===== config.mk =====
export PLATFORM = sky130hd
export DESIGN_NAME = servo_calibrated_command_framer_flat
export DESIGN_NICKNAME = d
export VERILOG_FILES = /design/src/rtl/core/scf_pkg.sv /design/src/rtl/core/scf_if.sv /design/src/rtl/core/servo_calibrated_command_framer.sv /design/src/rtl/core/scf_front.sv /design/src/rtl/core/scf_queue.sv /design/src/rtl/core/scf_back.sv /design/src/flat_wrapper.sv
export SDC_FILE = /design/constraint.sdc
export NUM_CORES = 1
export LEC_CHECK = 0
export BUFFER_PORTS_ARGS = -buffer_cell sky130_fd_sc_hd__buf_2
export CAP_MARGIN = 10
export CORE_MARGIN = 2
export CORE_UTILIZATION = 30
export DETAILED_ROUTE_END_ITERATION = 10
export PLACE_DENSITY = 0.5
export SYNTH_ARGS = -nofsm -noshare
export SYNTH_HDL_FRONTEND = slang
export SYNTH_SLANG_ARGS = --single-unit

===== constraint.sdc =====
create_clock -name clk_i -period 15.1 [get_ports clk_i]
set_clock_uncertainty 0.05 [all_clocks]
set_input_delay 2.265 -clock clk_i [delete_from_list [all_inputs] [get_ports clk_i]]
set_output_delay 2.265 -clock clk_i [all_outputs]
set_load 0.1 [all_outputs]

===== src/rtl/core/scf_pkg.sv =====
// ----------------------------------------------------------------------------
// scf_pkg: shared definitions of the calibrated servo command framer
// Codes, calibration layout, queue entry format and helper functions.
// ----------------------------------------------------------------------------
package scf_pkg;

  localparam int NUM_SERVOS = 8;
  localparam int IDX_W      = 3;
  localparam int CAL_W      = 64;
  localparam int CFG_ADDR_W = 5;
  localparam int FRAC_W     = 16;
  localparam int PROD_W     = 25;
  localparam int Q_SHIFT    = 14;
  localparam int Q_ONE      = 16384;
  // Fraction bits at or above this value round the mapped position up.
  localparam int ROUND_UP_REM = 8193;
  localparam logic [7:0] FRAME_SYNC = 8'hFF;
  localparam logic [7:0] POS_RESET  = 8'd127;
  localparam int FRAME_BEATS = 3;
  localparam int BEAT_W      = 2;
  localparam int DIV_BITS    = 4;
  localparam int DIV_CYCLES  = 4;
  localparam int DIV_CNT_W   = 2;
  localparam int QUO_W       = DIV_BITS * DIV_CYCLES;
  localparam int QUEUE_DEPTH = 2;

  localparam logic [CAL_W-1:0] NEUTRAL_RESET = 64'h7F7F_7F7F_7F7F_7F7F;
  localparam logic [CAL_W-1:0] LOW_RESET     = 64'h0000_0000_0000_0000;
  localparam logic [CAL_W-1:0] HIGH_RESET    = 64'hFFFF_FFFF_FFFF_FFFF;

  typedef enum logic [1:0] {
    REG_NEUTRAL = 2'd0,
    REG_LOW     = 2'd1,
    REG_HIGH    = 2'd2
  } reg_e;

  typedef enum logic [1:0] {
    OP_CAL_MOVE = 2'd0,
    OP_RAW_MOVE = 2'd1,
    OP_READ     = 2'd2
  } op_e;

  typedef enum logic [1:0] {
    ERR_OK    = 2'd0,
    ERR_SERVO = 2'd1,
    ERR_RANGE = 2'd2
  } err_e;

  typedef enum logic [1:0] {
    JOB_ERROR = 2'd0,
    JOB_READ  = 2'd1,
    JOB_MOVE  = 2'd2
  } job_e;

  typedef enum logic [1:0] {
    F_IDLE = 2'd0,
    F_MUL  = 2'd1,
    F_PUSH = 2'd2
  } front_state_e;

  typedef enum logic [1:0] {
    B_IDLE = 2'd0,
    B_DIV  = 2'd1,
    B_EMIT = 2'd2
  } back_state_e;

  typedef enum logic [1:0] {
    FR_ZERO = 2'd0,
    FR_FULL = 2'd1,
    FR_DIV  = 2'd2
  } frac_mode_e;

  typedef struct packed {
    logic [CAL_W-1:0] neutral_pts;
    logic [CAL_W-1:0] low_pts;
    logic [CAL_W-1:0] high_pts;
  } cal_t;

  typedef struct packed {
    job_e             kind;
    err_e             err;
    logic [IDX_W-1:0] idx;
    logic [7:0]       raw;
  } job_t;

  function automatic logic [7:0] cal_byte(input logic [CAL_W-1:0] r,
                                          input logic [IDX_W-1:0] i);
    cal_byte = r[8*i +: 8];
  endfunction

endpackage


===== src/rtl/core/scf_if.sv =====
// ----------------------------------------------------------------------------
// scf_if: command and result channels of the servo command framer
// Valid/ready channels; a transaction completes when both are high.
// ----------------------------------------------------------------------------
interface scf_cmd_if;
  logic        valid;
  logic        ready;
  logic [1:0]  operation;
  logic [7:0]  servo_index;
  logic signed [15:0] target_fraction;
  logic [7:0]  target_raw;

  modport source(output valid, operation, servo_index, target_fraction, target_raw,
                 input ready);
  modport sink(input valid, operation, servo_index, target_fraction, target_raw,
               output ready);
endinterface

interface scf_res_if;
  logic        valid;
  logic        ready;
  logic [7:0]  frame_byte;
  logic        is_frame;
  logic        last;
  logic [7:0]  position_raw;
  logic signed [15:0] position_fraction;
  logic [1:0]  error_code;

  modport source(output valid, frame_byte, is_frame, last, position_raw,
                 position_fraction, error_code, input ready);
  modport sink(input valid, frame_byte, is_frame, last, position_raw,
               position_fraction, error_code, output ready);
endinterface


===== src/rtl/core/servo_calibrated_command_framer.sv =====
// ----------------------------------------------------------------------------
// servo_calibrated_command_framer: calibrated command framer for servos
// Maps servo targets to raw bytes, frames them for the link and reports
// stored positions back as Q1.14 fractions.
// ----------------------------------------------------------------------------
// Usage:
//   cmd_i carries one command per transaction: calibrated move, raw move or
//   read, a servo number, a Q1.14 target and a raw target. res_o returns the
//   results: three frame bytes (sync, servo, raw) for a move, or one status
//   result for a read or an error; last marks the final result of a command.
//   The APB port holds three 64-bit calibration registers (neutral, low,
//   high; one byte per servo) at byte addresses 0, 8 and 16.
//   The intake takes each command through accept, multiply and queue push
//   and takes no new command until the push. The output side pops a job,
//   runs the radix-16 divider when the fraction is neither zero nor full
//   scale, then emits one result beat per cycle while the receiver keeps
//   up. A two-entry job queue lets intake continue while results wait.
//   When the receiver stalls, the output register holds its result, the
//   queue fills and cmd_i.ready drops.
//   Reset sets all stored positions to 127 and the calibration to neutral
//   127, low 0, high 255 for every servo.
// ----------------------------------------------------------------------------
module servo_calibrated_command_framer (
  input  logic                            clk_i,
  input  logic                            rst_ni,
  scf_cmd_if.sink                         cmd_i,
  scf_res_if.source                       res_o,
  input  logic                            psel,
  input  logic                            penable,
  input  logic                            pwrite,
  input  logic [scf_pkg::CFG_ADDR_W-1:0]  paddr,
  input  logic [scf_pkg::CAL_W-1:0]       pwdata,
  output logic [scf_pkg::CAL_W-1:0]       prdata,
  output logic                            pready
);
  import scf_pkg::*;

  cal_t cal_q;
  job_t fr_job, bk_job;
  logic fr_valid, fr_ready, bk_valid, bk_ready;
  logic cfg_wr;
  reg_e cfg_sel;

  assign pready  = 1'b1;
  assign cfg_sel = reg_e'(paddr[CFG_ADDR_W-1:3]);
  assign cfg_wr  = psel && penable && pwrite;

  always_ff @(posedge clk_i or negedge rst_ni) begin
    if (!rst_ni) begin
      cal_q.neutral_pts <= NEUTRAL_RESET;
      cal_q.low_pts     <= LOW_RESET;
      cal_q.high_pts    <= HIGH_RESET;
    end else if (cfg_wr) begin
      unique case (cfg_sel)
        REG_NEUTRAL: cal_q.neutral_pts <= pwdata;
        REG_LOW:     cal_q.low_pts     <= pwdata;
        REG_HIGH:    cal_q.high_pts    <= pwdata;
        default:     ;
      endcase
    end
  end

  always_comb begin
    unique case (cfg_sel)
      REG_NEUTRAL: prdata = cal_q.neutral_pts;
      REG_LOW:     prdata = cal_q.low_pts;
      REG_HIGH:    prdata = cal_q.high_pts;
      default:     prdata = '0;
    endcase
  end

  scf_front u_front (
    .clk_i       (clk_i),
    .rst_ni      (rst_ni),
    .cmd_i       (cmd_i),
    .cal_i       (cal_q),
    .job_o       (fr_job),
    .job_valid_o (fr_valid),
    .job_ready_i (fr_ready)
  );

  scf_queue u_queue (
    .clk_i      (clk_i),
    .rst_ni     (rst_ni),
    .wr_job_i   (fr_job),
    .wr_valid_i (fr_valid),
    .wr_ready_o (fr_ready),
    .rd_job_o   (bk_job),
    .rd_valid_o (bk_valid),
    .rd_ready_i (bk_ready)
  );

  scf_back u_back (
    .clk_i       (clk_i),
    .rst_ni      (rst_ni),
    .job_i       (bk_job),
    .job_valid_i (bk_valid),
    .job_ready_o (bk_ready),
    .cal_i       (cal_q),
    .res_o       (res_o)
  );

endmodule


===== src/rtl/core/scf_front.sv =====
// ----------------------------------------------------------------------------
// scf_front: command intake and classification
// Checks each command, maps calibrated targets to raw bytes, keeps the
// stored servo positions and pushes one job per command into the queue.
// ----------------------------------------------------------------------------
module scf_front (
  input  logic          clk_i,
  input  logic          rst_ni,
  scf_cmd_if.sink       cmd_i,
  input  scf_pkg::cal_t cal_i,
  output scf_pkg::job_t job_o,
  output logic          job_valid_o,
  input  logic          job_ready_i
);
  import scf_pkg::*;

  front_state_e state_q, state_d;

  logic [1:0]              op_q;
  logic [IDX_W-1:0]        idx_q;
  logic signed [15:0]      p_q;
  logic [7:0]              rawt_q;
  job_e                    kind_q;
  err_e                    err_q;
  logic signed [PROD_W-1:0] prod_q, prod_d;
  logic [7:0]              pos_q [NUM_SERVOS];

  logic                    accept;
  logic                    push;
  job_e                    kind_c;
  err_e                    err_c;
  logic [7:0]              neu, lo, hi;
  logic signed [8:0]       span_s;
  logic signed [11:0]      quot_s;
  logic [11:0]             cal_sum;
  logic                    round_up;
  logic [7:0]              cal_raw;
  logic [7:0]              job_raw;

  assign accept = cmd_i.valid && cmd_i.ready;
  assign push   = job_valid_o && job_ready_i;

  // Classification of the incoming command; the servo check comes first.
  always_comb begin
    kind_c = JOB_READ;
    err_c  = ERR_OK;
    unique case (op_e'(cmd_i.operation))
      OP_CAL_MOVE: kind_c = JOB_MOVE;
      OP_RAW_MOVE: kind_c = JOB_MOVE;
      default:     kind_c = JOB_READ;
    endcase
    if (cmd_i.servo_index >= 8'(NUM_SERVOS)) begin
      kind_c = JOB_ERROR;
      err_c  = ERR_SERVO;
    end else if (op_e'(cmd_i.operation) == OP_CAL_MOVE &&
                 (cmd_i.target_fraction > 16'sd16384 ||
                  cmd_i.target_fraction < -16'sd16384)) begin
      kind_c = JOB_ERROR;
      err_c  = ERR_RANGE;
    end
  end

  assign neu = cal_byte(cal_i.neutral_pts, idx_q);
  assign lo  = cal_byte(cal_i.low_pts, idx_q);
  assign hi  = cal_byte(cal_i.high_pts, idx_q);

  always_comb begin
    if (p_q[15]) begin
      span_s = $signed({1'b0, neu}) - $signed({1'b0, lo});
    end else begin
      span_s = $signed({1'b0, hi}) - $signed({1'b0, neu});
    end
    prod_d = p_q * span_s;
  end

  // Round to nearest with a bias just under one half, then clamp to a byte.
  always_comb begin
    quot_s   = {prod_q[PROD_W-1], prod_q[PROD_W-1:Q_SHIFT]};
    round_up = prod_q[Q_SHIFT-1:0] >= 14'(ROUND_UP_REM);
    cal_sum  = quot_s + {4'b0, neu} + {11'b0, round_up};
    if (cal_sum[11]) begin
      cal_raw = 8'd0;
    end else if (cal_sum[10:8] != 3'd0) begin
      cal_raw = 8'hFF;
    end else begin
      cal_raw = cal_sum[7:0];
    end
  end

  always_comb begin
    case (kind_q)
      JOB_MOVE: job_raw = (op_e'(op_q) == OP_CAL_MOVE) ? cal_raw : rawt_q;
      JOB_READ: job_raw = pos_q[idx_q];
      default:  job_raw = 8'd0;
    endcase
    job_o.kind = kind_q;
    job_o.err  = err_q;
    job_o.idx  = idx_q;
    job_o.raw  = job_raw;
  end

  always_comb begin
    state_d = state_q;
    unique case (state_q)
      F_IDLE:  if (accept) state_d = F_MUL;
      F_MUL:   state_d = F_PUSH;
      F_PUSH:  if (push) state_d = F_IDLE;
      default: state_d = F_IDLE;
    endcase
  end

  always_comb begin
    cmd_i.ready = 1'b0;
    job_valid_o = 1'b0;
    unique case (state_q)
      F_IDLE:  cmd_i.ready = 1'b1;
      F_PUSH:  job_valid_o = 1'b1;
      default: ;
    endcase
  end

  always_ff @(posedge clk_i or negedge rst_ni) begin
    if (!rst_ni) begin
      state_q <= F_IDLE;
      for (int i = 0; i < NUM_SERVOS; i++) begin
        pos_q[i] <= POS_RESET;
      end
    end else begin
      state_q <= state_d;
      if (push && kind_q == JOB_MOVE) begin
        pos_q[idx_q] <= job_raw;
      end
    end
  end

  always_ff @(posedge clk_i) begin
    if (accept) begin
      op_q   <= cmd_i.operation;
      idx_q  <= cmd_i.servo_index[IDX_W-1:0];
      p_q    <= cmd_i.target_fraction;
      rawt_q <= cmd_i.target_raw;
      kind_q <= kind_c;
      err_q  <= err_c;
    end
    if (state_q == F_MUL) begin
      prod_q <= prod_d;
    end
  end

endmodule


===== src/rtl/core/scf_queue.sv =====
// ----------------------------------------------------------------------------
// scf_queue: short job queue between intake and output sequencing
// A small first-in first-out buffer of classified jobs.
// ----------------------------------------------------------------------------
module scf_queue (
  input  logic          clk_i,
  input  logic          rst_ni,
  input  scf_pkg::job_t wr_job_i,
  input  logic          wr_valid_i,
  output logic          wr_ready_o,
  output scf_pkg::job_t rd_job_o,
  output logic          rd_valid_o,
  input  logic          rd_ready_i
);
  import scf_pkg::*;

  localparam int PTR_W = (QUEUE_DEPTH > 1) ? $clog2(QUEUE_DEPTH) : 1;
  localparam int CNT_W = $clog2(QUEUE_DEPTH + 1);

  job_t             mem_q [QUEUE_DEPTH];
  logic [PTR_W-1:0] wr_ptr_q, rd_ptr_q;
  logic [CNT_W-1:0] count_q;
  logic             do_wr, do_rd;

  assign wr_ready_o = count_q != CNT_W'(QUEUE_DEPTH);
  assign rd_valid_o = count_q != '0;
  assign rd_job_o   = mem_q[rd_ptr_q];
  assign do_wr      = wr_valid_i && wr_ready_o;
  assign do_rd      = rd_valid_o && rd_ready_i;

  always_ff @(posedge clk_i or negedge rst_ni) begin
    if (!rst_ni) begin
      wr_ptr_q <= '0;
      rd_ptr_q <= '0;
      count_q  <= '0;
    end else begin
      if (do_wr) begin
        wr_ptr_q <= (wr_ptr_q == PTR_W'(QUEUE_DEPTH - 1)) ? '0 : wr_ptr_q + 1'b1;
      end
      if (do_rd) begin
        rd_ptr_q <= (rd_ptr_q == PTR_W'(QUEUE_DEPTH - 1)) ? '0 : rd_ptr_q + 1'b1;
      end
      if (do_wr && !do_rd) begin
        count_q <= count_q + 1'b1;
      end else if (do_rd && !do_wr) begin
        count_q <= count_q - 1'b1;
      end
    end
  end

  always_ff @(posedge clk_i) begin
    if (do_wr) begin
      mem_q[wr_ptr_q] <= wr_job_i;
    end
  end

endmodule


===== src/rtl/core/scf_back.sv =====
// ----------------------------------------------------------------------------
// scf_back: position conversion and result sequencing
// Converts the stored raw position back to Q1.14 with a radix-16 divider
// and emits one status result or the three bytes of a command frame.
// ----------------------------------------------------------------------------
module scf_back (
  input  logic          clk_i,
  input  logic          rst_ni,
  input  scf_pkg::job_t job_i,
  input  logic          job_valid_i,
  output logic          job_ready_o,
  input  scf_pkg::cal_t cal_i,
  scf_res_if.source     res_o
);
  import scf_pkg::*;

  back_state_e state_q, state_d;

  job_t                 job_q;
  logic [7:0]           as_q;
  logic                 neg_q;
  frac_mode_e           mode_q;
  logic [7:0]           rem_q;
  logic [QUO_W-1:0]     quo_q;
  logic [DIV_CNT_W-1:0] cnt_q;
  logic [BEAT_W-1:0]    beat_q;

  logic                 out_valid_q;
  logic [7:0]           out_byte_q;
  logic                 out_isf_q;
  logic                 out_last_q;
  logic [7:0]           out_raw_q;
  logic [FRAC_W-1:0]    out_frac_q;
  logic [1:0]           out_err_q;

  logic                 pop;
  logic                 load;
  logic                 last_beat;
  logic [7:0]           neu, lo, hi;
  logic signed [8:0]    n_s, span_s;
  logic [8:0]           n_neg, span_neg;
  logic [7:0]           an_c, as_c;
  frac_mode_e           mode_c;
  logic [7:0]           rem_w;
  logic [8:0]           r2;
  logic [DIV_BITS-1:0]  bits_w;
  logic [FRAC_W-1:0]    q_round, mag, frac_c;
  logic [7:0]           beat_byte;

  assign pop  = job_valid_i && job_ready_o;
  assign load = (state_q == B_EMIT) && (!out_valid_q || res_o.ready);
  assign last_beat = (job_q.kind != JOB_MOVE) || (beat_q == BEAT_W'(FRAME_BEATS - 1));

  // Conversion setup: signed offset from neutral and the span on that side.
  assign neu = cal_byte(cal_i.neutral_pts, job_i.idx);
  assign lo  = cal_byte(cal_i.low_pts, job_i.idx);
  assign hi  = cal_byte(cal_i.high_pts, job_i.idx);

  always_comb begin
    n_s = $signed({1'b0, job_i.raw}) - $signed({1'b0, neu});
    if (job_i.raw >= neu) begin
      span_s = $signed({1'b0, hi}) - $signed({1'b0, neu});
    end else begin
      span_s = $signed({1'b0, neu}) - $signed({1'b0, lo});
    end
    n_neg    = -n_s;
    span_neg = -span_s;
    an_c = n_s[8] ? n_neg[7:0] : n_s[7:0];
    as_c = span_s[8] ? span_neg[7:0] : span_s[7:0];
    // An offset at least as large as the span saturates to full scale.
    if (n_s == 9'sd0) begin
      mode_c = FR_ZERO;
    end else if (span_s == 9'sd0 || an_c >= as_c) begin
      mode_c = FR_FULL;
    end else begin
      mode_c = FR_DIV;
    end
  end

  // Four restoring steps per cycle on the scaled offset.
  always_comb begin
    rem_w  = rem_q;
    bits_w = '0;
    r2     = '0;
    for (int k = 0; k < DIV_BITS; k++) begin
      r2 = {rem_w, 1'b0};
      if (r2 >= {1'b0, as_q}) begin
        rem_w  = 8'(r2 - {1'b0, as_q});
        bits_w = {bits_w[DIV_BITS-2:0], 1'b1};
      end else begin
        rem_w  = r2[7:0];
        bits_w = {bits_w[DIV_BITS-2:0], 1'b0};
      end
    end
  end

  // The quotient holds offset*2^16/span; drop a bit and round half up.
  always_comb begin
    q_round = ({1'b0, quo_q[QUO_W-1:1]} + 16'd1) >> 1;
    case (mode_q)
      FR_FULL: mag = 16'(Q_ONE);
      FR_DIV:  mag = q_round;
      default: mag = '0;
    endcase
    frac_c = neg_q ? (~mag + 16'd1) : mag;
  end

  always_comb begin
    case (beat_q)
      2'd0:    beat_byte = FRAME_SYNC;
      2'd1:    beat_byte = {{(8-IDX_W){1'b0}}, job_q.idx};
      default: beat_byte = job_q.raw;
    endcase
  end

  always_comb begin
    state_d = state_q;
    unique case (state_q)
      B_IDLE: begin
        if (job_valid_i) begin
          if (job_i.kind != JOB_ERROR && mode_c == FR_DIV) begin
            state_d = B_DIV;
          end else begin
            state_d = B_EMIT;
          end
        end
      end
      B_DIV:   if (cnt_q == DIV_CNT_W'(DIV_CYCLES - 1)) state_d = B_EMIT;
      B_EMIT:  if (load && last_beat) state_d = B_IDLE;
      default: state_d = B_IDLE;
    endcase
  end

  always_comb begin
    job_ready_o = 1'b0;
    unique case (state_q)
      B_IDLE:  job_ready_o = 1'b1;
      default: ;
    endcase
  end

  always_ff @(posedge clk_i or negedge rst_ni) begin
    if (!rst_ni) begin
      state_q     <= B_IDLE;
      out_valid_q <= 1'b0;
      cnt_q       <= '0;
      beat_q      <= '0;
    end else begin
      state_q <= state_d;
      if (pop) begin
        cnt_q  <= '0;
        beat_q <= '0;
      end else begin
        if (state_q == B_DIV) begin
          cnt_q <= cnt_q + 1'b1;
        end
        if (load) begin
          beat_q <= beat_q + 1'b1;
        end
      end
      if (load) begin
        out_valid_q <= 1'b1;
      end else if (res_o.ready) begin
        out_valid_q <= 1'b0;
      end
    end
  end

  always_ff @(posedge clk_i) begin
    if (pop) begin
      job_q  <= job_i;
      as_q   <= as_c;
      neg_q  <= n_s[8] ^ span_s[8];
      mode_q <= mode_c;
      rem_q  <= an_c;
      quo_q  <= '0;
    end else if (state_q == B_DIV) begin
      rem_q <= rem_w;
      quo_q <= {quo_q[QUO_W-DIV_BITS-1:0], bits_w};
    end
    if (load) begin
      if (job_q.kind == JOB_MOVE) begin
        out_byte_q <= beat_byte;
        out_isf_q  <= 1'b1;
        out_last_q <= last_beat;
      end else begin
        out_byte_q <= 8'd0;
        out_isf_q  <= 1'b0;
        out_last_q <= 1'b1;
      end
      if (job_q.kind == JOB_ERROR) begin
        out_raw_q  <= 8'd0;
        out_frac_q <= '0;
      end else begin
        out_raw_q  <= job_q.raw;
        out_frac_q <= frac_c;
      end
      out_err_q <= job_q.err;
    end
  end

  assign res_o.valid             = out_valid_q;
  assign res_o.frame_byte        = out_byte_q;
  assign res_o.is_frame          = out_isf_q;
  assign res_o.last              = out_last_q;
  assign res_o.position_raw      = out_raw_q;
  assign res_o.position_fraction = out_frac_q;
  assign res_o.error_code        = out_err_q;

endmodule


===== src/flat_wrapper.sv =====
// flat-port wrapper written by rule: the top's interface ports become plain ports
module servo_calibrated_command_framer_flat import scf_pkg::*;
  (clk_i, rst_ni, psel, penable, pwrite, paddr, pwdata, prdata, pready, cmd_i_valid, cmd_i_operation, cmd_i_servo_index, cmd_i_target_fraction, cmd_i_target_raw, cmd_i_ready, res_o_valid, res_o_frame_byte, res_o_is_frame, res_o_last, res_o_position_raw, res_o_position_fraction, res_o_error_code, res_o_ready);
  scf_cmd_if cmd_i_i ();
  scf_res_if res_o_i ();
  input  logic clk_i;
  input  logic rst_ni;
  input  logic psel;
  input  logic penable;
  input  logic pwrite;
  input  logic [scf_pkg::CFG_ADDR_W-1:0] paddr;
  input  logic [scf_pkg::CAL_W-1:0] pwdata;
  output logic [scf_pkg::CAL_W-1:0] prdata;
  output logic pready;
  input wire logic [$bits(cmd_i_i.valid)-1:0] cmd_i_valid;
  input wire logic [$bits(cmd_i_i.operation)-1:0] cmd_i_operation;
  input wire logic [$bits(cmd_i_i.servo_index)-1:0] cmd_i_servo_index;
  input wire logic [$bits(cmd_i_i.target_fraction)-1:0] cmd_i_target_fraction;
  input wire logic [$bits(cmd_i_i.target_raw)-1:0] cmd_i_target_raw;
  output wire logic [$bits(cmd_i_i.ready)-1:0] cmd_i_ready;
  output wire logic [$bits(res_o_i.valid)-1:0] res_o_valid;
  output wire logic [$bits(res_o_i.frame_byte)-1:0] res_o_frame_byte;
  output wire logic [$bits(res_o_i.is_frame)-1:0] res_o_is_frame;
  output wire logic [$bits(res_o_i.last)-1:0] res_o_last;
  output wire logic [$bits(res_o_i.position_raw)-1:0] res_o_position_raw;
  output wire logic [$bits(res_o_i.position_fraction)-1:0] res_o_position_fraction;
  output wire logic [$bits(res_o_i.error_code)-1:0] res_o_error_code;
  input wire logic [$bits(res_o_i.ready)-1:0] res_o_ready;
  assign cmd_i_i.valid = cmd_i_valid;
  assign cmd_i_i.operation = cmd_i_operation;
  assign cmd_i_i.servo_index = cmd_i_servo_index;
  assign cmd_i_i.target_fraction = cmd_i_target_fraction;
  assign cmd_i_i.target_raw = cmd_i_target_raw;
  assign cmd_i_ready = cmd_i_i.ready;
  assign res_o_valid = res_o_i.valid;
  assign res_o_frame_byte = res_o_i.frame_byte;
  assign res_o_is_frame = res_o_i.is_frame;
  assign res_o_last = res_o_i.last;
  assign res_o_position_raw = res_o_i.position_raw;
  assign res_o_position_fraction = res_o_i.position_fraction;
  assign res_o_error_code = res_o_i.error_code;
  assign res_o_i.ready = res_o_ready;
  servo_calibrated_command_framer u_core (.clk_i(clk_i), .rst_ni(rst_ni), .cmd_i(cmd_i_i), .res_o(res_o_i), .psel(psel), .penable(penable), .pwrite(pwrite), .paddr(paddr), .pwdata(pwdata), .prdata(prdata), .pready(pready));
endmodule

# Word-level counts from Yosys, hierarchy flattened
# Memory sizes are Yosys's and may differ from the RTL's.
# Index checks and enable logic that the tools add are counted.
[totals] register_bits=413 mem_bits_rw=30 mem_count=1
[memory_table] name="u_core.u_queue.mem_q" depth=2 word_bits=15 read_ports=1 rd_clocked_by_memory_dff=0 wr=1 line="scf_queue.sv:20" rtl="job_t mem_q [QUEUE_DEPTH];"
[op_classes] reduce_logical=43 n_mux=56 bitwise_logic=3 add_sub_neg=21 multipliers=1 shift=6 n_eq_ne=23 magnitude_cmp=12
[ops] op="indexed part select 64 x 7 -> 8 bit" n=6
[ops] op="one-hot mux 64 bit (3 select lines)" n=1
[ops] op="2-to-1 mux 8 bit" n=14
[ops] op="bitwise mux 64 bit" n=1
[ops] op="subtractor 8 x 8 -> 9 bit" n=5
[ops] op=">= comparator 9 x 8 -> 1 bit" n=4
[ops] op="2-to-1 mux 2 bit" n=16
[ops] op="one-hot mux 8 bit (2 select lines)" n=2
[ops] op="subtractor 8 bit" n=4
[ops] op="one-hot mux 15 bit (2 select lines)" n=1
[ops] op="multiplier 16 x 9 -> 25 bit" n=1
[ops] op="binary-select mux 8 bit (select 3 bit)" n=1
[ops] op="demux 8 bit (select 3 bit)" n=1
[ops] op="== test 2 bit (second input constant)" n=9
[ops] op="zero test 9 bit" n=2
[ops] op="2-to-1 mux 9 bit" n=2
[ops] op="adder 15 x 1 -> 16 bit (second input constant)" n=1
[ops] op="adder 16 x 1 -> 16 bit (second input constant)" n=1
[ops] op=">= comparator 8 bit" n=2
[ops] op="greater-than comparator 16 bit (second input constant)" n=1
[ops] op="< comparator 16 x 15 -> 1 bit (second input constant)" n=1
[ops] op="2-to-1 mux 16 bit" n=1
[ops] op="negator 8 bit" n=2
[ops] op="inverter 16 bit" n=1
[ops] op="25 further kinds" n=85

# Logic depth before layout (Yosys ltp)
# Gate-level depths: netlist (run 1).
# An unclocked memory read counts as a cell.
[depth] word_depth=15 ltp_mapped=39 depth_no_buf=36

# By module
# A second synthesis (run 1) with hierarchy kept.
[hier_totals] hier_cells=3030 hier_area_um2=32577.5
[modules_own_cells] mod="scf_front" cells_each=1412 instances=1 area_each_um2=13506.7 seq_area_each_um2=3463.3
[modules_own_cells] mod="scf_back" cells_each=929 instances=1 area_each_um2=8954.8 seq_area_each_um2=2597.5
[modules_own_cells] mod="servo_calibrated_command_framer" cells_each=624 instances=1 area_each_um2=8784.7 seq_area_each_um2=4954.8
[modules_own_cells] mod="scf_queue" cells_each=65 instances=1 area_each_um2=1331.3 seq_area_each_um2=1001.0

# Least setup slack after synthesis (run 1)
# No wires, ideal clock.
[synth_path] kind="reg-to-reg" from="reg u_core.u_front.idx_q[2]" to="reg u_core.u_front.prod_q[23], data pin" path_slack_ps=6300 required_time_ps=14792 t_arrival_ps=8493 stages_incl_launch_ff=37 synth_period_minus_slack_ps=8800 setup_time_ps=258 path_cell_list="edfxtp_1 nor3b_1 clkbuf_1 clkbuf_1 a22oi_1 and4_1 inv_1 ha_1 nor2b_1 o21ai_0 a21boi_0 o21ai_0 a21oi_1 o21a_1 o21ai_0 nand3b_1 o21ai_1 clkbuf_1 nand2_1 fa_1 fa_1 inv_1 fa_1 fa_1 inv_1 fa_1 inv_1 ha_1 a21oi_1 o21ai_0 a21oi_1 o21bai_1 a221oi_1 a21oi_1 a21o_1 a21oi_1 xnor2_1"
[synth_between] elab_chain_cells=4
[synth_rtl] element="start: declaration" line="scf_front.sv:20" rtl="logic [IDX_W-1:0] idx_q;"
[synth_rtl] element="start signal: assignment" line="scf_front.sv:139" rtl="idx_q <= cmd_i.servo_index[IDX_W-1:0];"
[synth_rtl] element="indexed part select 64 x 7 -> 8 bit" line="scf_pkg.sv:88" rtl="cal_byte = r[8*i +: 8];"
[synth_rtl] element="subtractor 8 x 8 -> 9 bit (on tied branches)" line="scf_front.sv:71, scf_front.sv:69"
[synth_rtl] element="2-to-1 mux 9 bit (*)" line="scf_front.sv:68" rtl="if (p_q[15]) begin"
[synth_rtl] element="multiplier 16 x 9 -> 25 bit (*)" line="scf_front.sv:73" rtl="prod_d = p_q * span_s;"
[synth_rtl] element="named net u_core.u_front.prod_d[23]" line="scf_front.sv:25" rtl="logic signed [PROD_W-1:0] prod_q, prod_d;"
[synth_rtl] element="end signal: assignment" line="scf_front.sv:146" rtl="prod_q <= prod_d;"
[synth_rtl] element="end: declaration" line="scf_front.sv:25"
# The timed path passes the listed nets; every way through them passes the cells marked *.
# A chain may end at the register's enable or synchronous reset.

# Worst setup path in the final report (run 1)
[layout_path] from="reg u_core.u_back.as_q[1]" to="reg u_core.u_back.rem_q[2], data pin"
[layout_between] elab_chain_cells=10
[layout_rtl] element="start: declaration" line="scf_back.sv:20" rtl="logic [7:0] as_q;"
[layout_rtl] element="start signal: assignment" line="scf_back.sv:172" rtl="as_q <= as_c;"
[layout_rtl] element="subtractor 8 bit / >= comparator 9 x 8 -> 1 bit (equally long branches)" line="scf_back.sv:88, scf_back.sv:87"
[layout_rtl] element="2-to-1 mux 8 bit" line="scf_back.sv:87" rtl="if (r2 >= {1'b0, as_q}) begin"
[layout_rtl] element="subtractor 8 bit / >= comparator 9 x 8 -> 1 bit (equally long branches)" line="scf_back.sv:88, scf_back.sv:87"
[layout_rtl] element="2-to-1 mux 8 bit" line="scf_back.sv:87"
[layout_rtl] element=">= comparator 9 x 8 -> 1 bit / subtractor 8 bit (equally long branches)" line="scf_back.sv:87, scf_back.sv:88"
[layout_rtl] element="2-to-1 mux 8 bit" line="scf_back.sv:87"
[layout_rtl] element="subtractor 8 bit / >= comparator 9 x 8 -> 1 bit (equally long branches)" line="scf_back.sv:88, scf_back.sv:87"
[layout_rtl] element="2-to-1 mux 8 bit (*)" line="scf_back.sv:87"
[layout_rtl] element="2-to-1 mux 8 bit (*)" line="scf_back.sv:177" rtl="end else if (state_q == B_DIV) begin"
[layout_rtl] element="2-to-1 mux 8 bit (*)" line="scf_back.sv:170" rtl="if (pop) begin"
[layout_rtl] element="end signal: assignment" line="scf_back.sv:175" rtl="rem_q <= an_c;"
[layout_rtl] element="end signal: assignment" line="scf_back.sv:178" rtl="rem_q <= rem_w;"
[layout_rtl] element="end: declaration" line="scf_back.sv:23" rtl="logic [7:0] rem_q;"
# Every way passes the cells marked *; elsewhere a longest branch is shown, timed or not. The select of a mux whose other input is x is not followed.

==> summary.md, run 1 <==
| Metric | Value |
|---|---|
| Status | `complete, no violations` |
| Synth Register Bits | `443` |
| Total of max-cap violations | `0` |
| Total wire length | `100000 um` |
| Net total in the final layout | `3549` |
| Number of DRC violations after detailed routing | `0` |
| Number of detailed-routing iterations run before antenna repair | `5` |
| Final hold viol count | `0` |
| Remaining global-route overflow | `0` |
| Clock input transition at the sequential cells of the worst setup and hold paths | `60 ps` |
| Critical Path Start | `u_core.u_back.as_q[1]` |
| Die Span Y | `324 um` |
| Syn-to-layout area delta | `14.0%` |
| Mean routed wirelength per cell | `21.9 um` |
| Cell count after synthesis | `3010` |
| Final setup fails | `0` |
| Number of max-slew violations in the final report | `0` |
| Fraction of registers with async set/reset | `60.7%` |
| Clock insertion delay at the later pin of the skew report | `670 ps` |
| Worst endpoint required time | `15440 ps` |
| Max Freq | `0.106 GHz` |
| Worst endpoint data arrival time | `9810 ps` |
| Die Wd | `324 um` |
| Total I/O pin count | `213` |
| Max H-tree Level | `2` |
| Filler cell count | `10.4k` |
| Normalized max-slew margin | `26.1%` |
| Core Footprint | `102000 um2` |
| Dominant cell type by area after synthesis | `edfxtp_1` |
| Die area | `105000 um2` |
| Setup repair after global routing missed its margin | `false` |
| Final Wtd Congestion | `0.861` |
| Crit Reg-Reg Startpoint | `u_core.u_back.as_q[1]` |
| Count of clock tree sinks | `443` |
| Distinct cell type count after synthesis | `91` |
| Period minus WS final | `9470 ps` |
| Final setup TNS | `0 ps` |
| List of most frequent post-synthesis cells | `nand2_1 (433), mux2_2 (286), inv_1 (197), dfstp_2 (176), edfxtp_1 (158)` |
| Clock buffer count from CTS | `53` |
| Proportion of layout cells with a drive suffix above 1 | `26.5%` |
| Clock tree from TritonCTS | `yes` |
| Number of enable-type register cells in the synthesized netlist | `158` |
| Maximum clock path buffer count | `3` |
| Post-CTS sizing | `0` |
| Quantity of I/O buffers inserted on ports | `208` |
| Critical path's slowest cell | `a22o_1` |
| Number of antenna-violating nets in the routed design | `0` |
| Buffer count from post-CTS setup fixing | `0` |
| Hold wc startpoint | `u_core.u_back.job_q[11]` |
| Crit-path most repeated cell | `ha_1` |
| Critical path peak fanout | `14` |
| Setup crit end kind | `flop` |
| Net count after synthesis | `3396` |
| Number of warnings reported in the yosys synthesis log | `0` |
| Final critical-path share of the clock period | `62.7%` |
| Portion of synthesized cell area occupied by the leading cell type | `15.4%` |
| Count of hold-fix buffers inserted at cts | `0` |
| Starting DRC count in detailed routing | `1720` |
| Detailed Place HPWL | `73400 um` |
| Number of global-route vias before repair | `22.8k` |
| Pin count of the biggest net entering global routing | `151` |
| Global-route wire length before repair | `150000 um` |
| Post-Synthesis Cell Area | `30800 um2` |
| Delay of the slowest critical-path stage | `540 ps` |
| Starting utilization of the core area | `30.2%` |
| Slack of the worst reg-to-reg path | `5630 ps` |
| Standard-cell row count | `117` |
| Number of vias per cell after detailed routing | `5.12` |
| Most frequent cell after synthesis | `nand2_1` |
| Area contributors post-synth | `edfxtp_1 (15%), dfstp_2 (15%), mux2_2 (10%)` |
| Buffer cell driving the clock tree root | `clkbuf_16` |
| Kind of start point of the critical path | `flop` |
| GRT Overall Usage | `19.0%` |
| Average cell area after synthesis | `10.2 um2` |
| Worst setup path class | `flop to flop` |
| Number of antenna violations at the first check in global routing | `13` |
| Post-synthesis sequential area ratio | `39.1%` |
| Via count | `23.4k` |
| Min-delay worst type | `flop to flop` |
| Ys flop type | `dfstp_2` |
| Pin slew with the least headroom to its limit | `1110 ps` |
==> flip-flops by register name, indices dropped and copies added (netlist names), 15 cells and up <==
name,count
u_core.cal_q,192
u_core.u_queue.mem_q,30
u_core.u_back.quo_q,16
u_core.u_front.p_q,16
u_core.u_front.pos_q,64
u_core.u_back.res_o.position_fraction,16
u_core.u_back.job_q,15
u_core.u_front.prod_q,25
==> logic make-up (layout without fill, tap and decap cells) <==
kind of cell,after synthesis,after routing,synth area share (%)
simple gates,944,944,14.5
compound gates,515,515,11.2
flops,443,443,39.1
mux,374,374,13.4
buf+inv,349,547,4.37
fa+ha+maj,276,276,14.3
xor+xnor,108,108,3.08
other cells,1,3,0.0122
==> through the flow <==
stage | cell area (um2) | hold slack, ps | util (%) | worst slack (ps) | cells
2_1_floorplan | 30800 | 350 | - | 6300 | 3010
4_1_cts | 35100 | 363 | 34.5 | 5710 | 4576
5_1_grt | 35100 | 386 | 34.5 | 5020 | 4576
3_5_place_dp | 33300 | 355 | 32.8 | 5760 | 4476
3_3_place_gp | 33300 | 354 | 32.8 | 5710 | 4476
6_report | 35100 | 363 | 34.5 | 5630 | 4578
==> layer usage <==
metal / up-vias / GRT usage (%) / routed length [um]
met5: - / 0 / 41
met3: 137 / 3.40 / 5620
met2: 564 / 30.4 / 46100
met1: 11798 / 26.0 / 45200
met4: 6 / 6.27 / 3350
li1: 10919 / - / -
==> critical path: cells and delay by family, from the launching register on <==
| family | cells | cell delay (ps) |
|---|---|---|
| compound gates | 17 | 4420 |
| fa+ha+maj | 5 | 1550 |
| buf+inv | 1 | 260 |
| flops | 1 | 480 |
| mux | 2 | 670 |
| simple gates | 7 | 1750 |
==> cell type report <==
type / instances / area [um2] / share of cell area [%]
inverter: 200 / 751 / 2.14
timing repair buffer: 247 / 1360 / 3.88
sequential: 443 / 12000 / 34.3
antenna: 2 / 5.00 / 0.0143
tap: 1368 / 1710 / 4.88
multi-input combinational: 2218 / 17500 / 49.9
clock inverter: 26 / 265 / 0.757
clock buffer: 74 / 1460 / 4.15
==> final timing paths <==
kind / depth (start not counted) / to
setup / recovery: 32 / u_core.u_back.rem_q[2]
max in group asynchronous: 2 / u_core.u_queue.rd_ptr_q
setup reg to reg: 32 / u_core.u_back.rem_q[2]
min in group asynchronous: 1 / u_core.cal_q[99]
hold / removal: 0 / u_core.u_back.res_o.error_code[0]
hold reg to reg: 0 / u_core.u_back.res_o.error_code[0]
==> layout by cell type, fill, tap and decap left out, types with 108 or more instances in the layout <==
cell type	netlist	final
nand2_1	433	432
mux2_2	286	286
buf_2	1	206
inv_1	197	197
dfstp_2	176	176
edfxtp_1	158	158
ha_1	149	149
o21ai_0	146	145
fa_1	127	127
a22oi_1	108	108
Power of run 1 is left out: the tool's default activity adds up to more than one toggle a clock period on the data nets, which glitch-free logic cannot reach.
==> run 2: changes to the inputs <==
Clock period 15.1 ns to 9.15 ns, I/O delays scaled along.
==> run 2 against run 1 <==
Effect of this change:
- maximum frequency increased by 9.6%
- flip-flop and latch count unchanged
- critical path depth increased by 5
==> summary.md, run 2 (synthesis gave the netlist of run 1 again) <==
| Metric | Value |
|---|---|
| Maximum clock path buffer count | `3 (unchanged)` |
| Final critical-path share of the clock period | `94.5% (was 62.7%)` |
| Mean routed wirelength per cell | `21.8 um (was 21.9 um)` |
| Die area | `105000 um2 (unchanged)` |
| Total wire length | `101000 um (was 100000 um)` |
| Register ranked first by flip-flop count | `u_core.cal_q (unchanged)` |
| Standard-cell row count | `117 (unchanged)` |
| Min-delay worst type | `flop to flop (unchanged)` |
| Max H-tree Level | `2 (unchanged)` |
| Filler cell count | `10.4k (about the same)` |
| Final setup fails | `0 (unchanged)` |
| Max Freq | `0.116 GHz (was 0.106 GHz)` |
| Setup repair after global routing missed its margin | `false (unchanged)` |
| Pin count of the biggest net entering global routing | `154 (was 151)` |
| Syn-to-layout area delta | `15.6% (was 14.0%)` |
| Critical path peak fanout | `15 (was 14)` |
| Clock buffer count from CTS | `53 (unchanged)` |
| Setup crit end kind | `flop (unchanged)` |
| Starting DRC count in detailed routing | `1883 (was 1720)` |
| Number of antenna violations at the first check in global routing | `15 (was 13)` |
| Count of clock tree sinks | `443 (unchanged)` |
| Period minus WS final | `8650 ps (was 9470 ps)` |
| Number of DRC violations after detailed routing | `0 (unchanged)` |
| Die Wd | `324 um (unchanged)` |
| Number of global-route vias before repair | `23.1k (was 22.8k)` |
| End-of-flow core utilization | `34.9% (was 34.5%)` |
| Global-route wire length before repair | `151000 um (was 150000 um)` |
| Buffer cell driving the clock tree root | `clkbuf_16 (unchanged)` |
| Final setup TNS | `0 ps (unchanged)` |
| Worst endpoint required time | `9460 ps (was 15440 ps)` |
| Critical path's slowest cell | `fa_1 (was a22o_1)` |
| Clock insertion delay at the later pin of the skew report | `680 ps (was 670 ps)` |
| Core Footprint | `102000 um2 (unchanged)` |
| Number of detailed-routing iterations run before antenna repair | `7 (was 5)` |
| Via count | `23.5k (was 23.4k)` |
| Number of max-slew violations in the final report | `0 (unchanged)` |
| Remaining global-route overflow | `0 (unchanged)` |
| Kind of start point of the critical path | `flop (unchanged)` |
| Detailed Place HPWL | `76300 um (was 73400 um)` |
| Cell Count, Final, Fillers Out | `4623 (was 4578)` |
| Leading cell types in the layout, fill and taps excluded | `nand2_1 (432), mux2_2 (286), buf_2 (207) (was nand2_1 (432), mux2_2 (286), buf_2 (206))` |
| Proportion of layout cells with a drive suffix above 1 | `27.8% (was 26.5%)` |
| Status | `complete, no violations (unchanged)` |
| Delay of the slowest critical-path stage | `550 ps (was 540 ps)` |
| GRT Overall Usage | `19.2% (was 19.0%)` |
| Minimum hold slack | `371 ps (was 363 ps)` |
| Worst setup path class | `flop to flop (unchanged)` |
| Total instance count after detailed placement | `4516 (was 4476)` |
| Registers with the most flip-flops | `u_core.cal_q x192, u_core.u_front.pos_q x64, u_core.u_queue.mem_q x30 (unchanged)` |
| Clock input transition at the sequential cells of the worst setup and hold paths | `60 ps (about the same)` |
| Net total in the final layout | `3593 (was 3549)` |
| Total of max-cap violations | `0 (unchanged)` |
| Pin slew with the least headroom to its limit | `1150 ps (was 1110 ps)` |
| Flip-flop count of the largest register, all copies and words added | `192 (unchanged)` |
| Total I/O pin count | `213 (unchanged)` |
| Number of antenna-violating nets in the routed design | `0 (unchanged)` |
| Crit-path most repeated cell | `fa_1 (was ha_1)` |
| Commonest non-fill, non-tap cell in the layout | `nand2_1 (unchanged)` |
| Quantity of I/O buffers inserted on ports | `208 (unchanged)` |
| Normalized max-slew margin | `23.5% (was 26.1%)` |
| Count of hold-fix buffers inserted at cts | `0 (unchanged)` |
| Clock tree from TritonCTS | `yes (unchanged)` |
| Die Span Y | `324 um (unchanged)` |
| Worst endpoint data arrival time | `8950 ps (was 9810 ps)` |
| Number of vias per cell after detailed routing | `5.09 (was 5.12)` |
| Final hold viol count | `0 (unchanged)` |
| Starting utilization of the core area | `30.2% (unchanged)` |
| Final Wtd Congestion | `0.862 (was 0.861)` |
run 2: final timing paths:
kind / slack, ps / endpoint / depth (start not counted) / startpoint
setup / recovery: 500 / u_core.u_front.prod_q[24] / 37 / u_core.u_front.idx_q[0]
hold / removal: 370 / u_core.u_back.res_o.error_code[1] / 0 / u_core.u_back.job_q[12]
setup reg to reg: 500 / u_core.u_front.prod_q[24] / 37 / u_core.u_front.idx_q[0]
hold reg to reg: 370 / u_core.u_back.res_o.error_code[1] / 0 / u_core.u_back.job_q[12]
max in group asynchronous: 6840 / u_core.u_front.pos_q[55] / 2 / rst_ni
min in group asynchronous: 740 / u_core.cal_q[99] / 1 / rst_ni
run 2: cell type report:
type / instances / area (um2) / share of cell area, %
multi-input combinational: 2218 / 17500 / 49.3
antenna: 3 / 7.51 / 0.0211
sequential: 443 / 12000 / 33.8
timing repair buffer: 291 / 1710 / 4.81
clock inverter: 24 / 305 / 0.859
clock buffer: 76 / 1510 / 4.26
tap: 1368 / 1710 / 4.82
inverter: 200 / 751 / 2.11
run 2: critical path: cells and delay by family, from the launching register on:
family | cells | cell delay [ps]
compound gates | 14 | 2400
xor+xnor | 1 | 80
fa+ha+maj | 8 | 3360
buf+inv | 6 | 870
flops | 1 | 450
simple gates | 8 | 1210
run 2: routing by layer:
layer	global-route usage, %	part of all wire, %	vias to the layer above
li1	-	-	11003
met5	0	0.072	-
met1	25.9	44	11715
met2	30.8	46	636
met4	6.40	3.6	12
met3	3.77	6.1	160
run 2: per-stage QoR:
| stage | setup WS [ps] | cell area, um2 |
|---|---|---|
| floorplan | 350 | 30800 |
| global placement | 284 | 33600 |
| detailed placement | 300 | 33600 |
| CTS | 192 | 35500 |
| global route | 17.3 | 35500 |
| finish | 505 | 35500 |
run 2: timing repair:
action	4_1_cts	5_1_grt
buffers inserted	0	4
endpoints found under the setup margin	0	9
resized for setup	0	14
Power of run 2 is left out for the same reason.
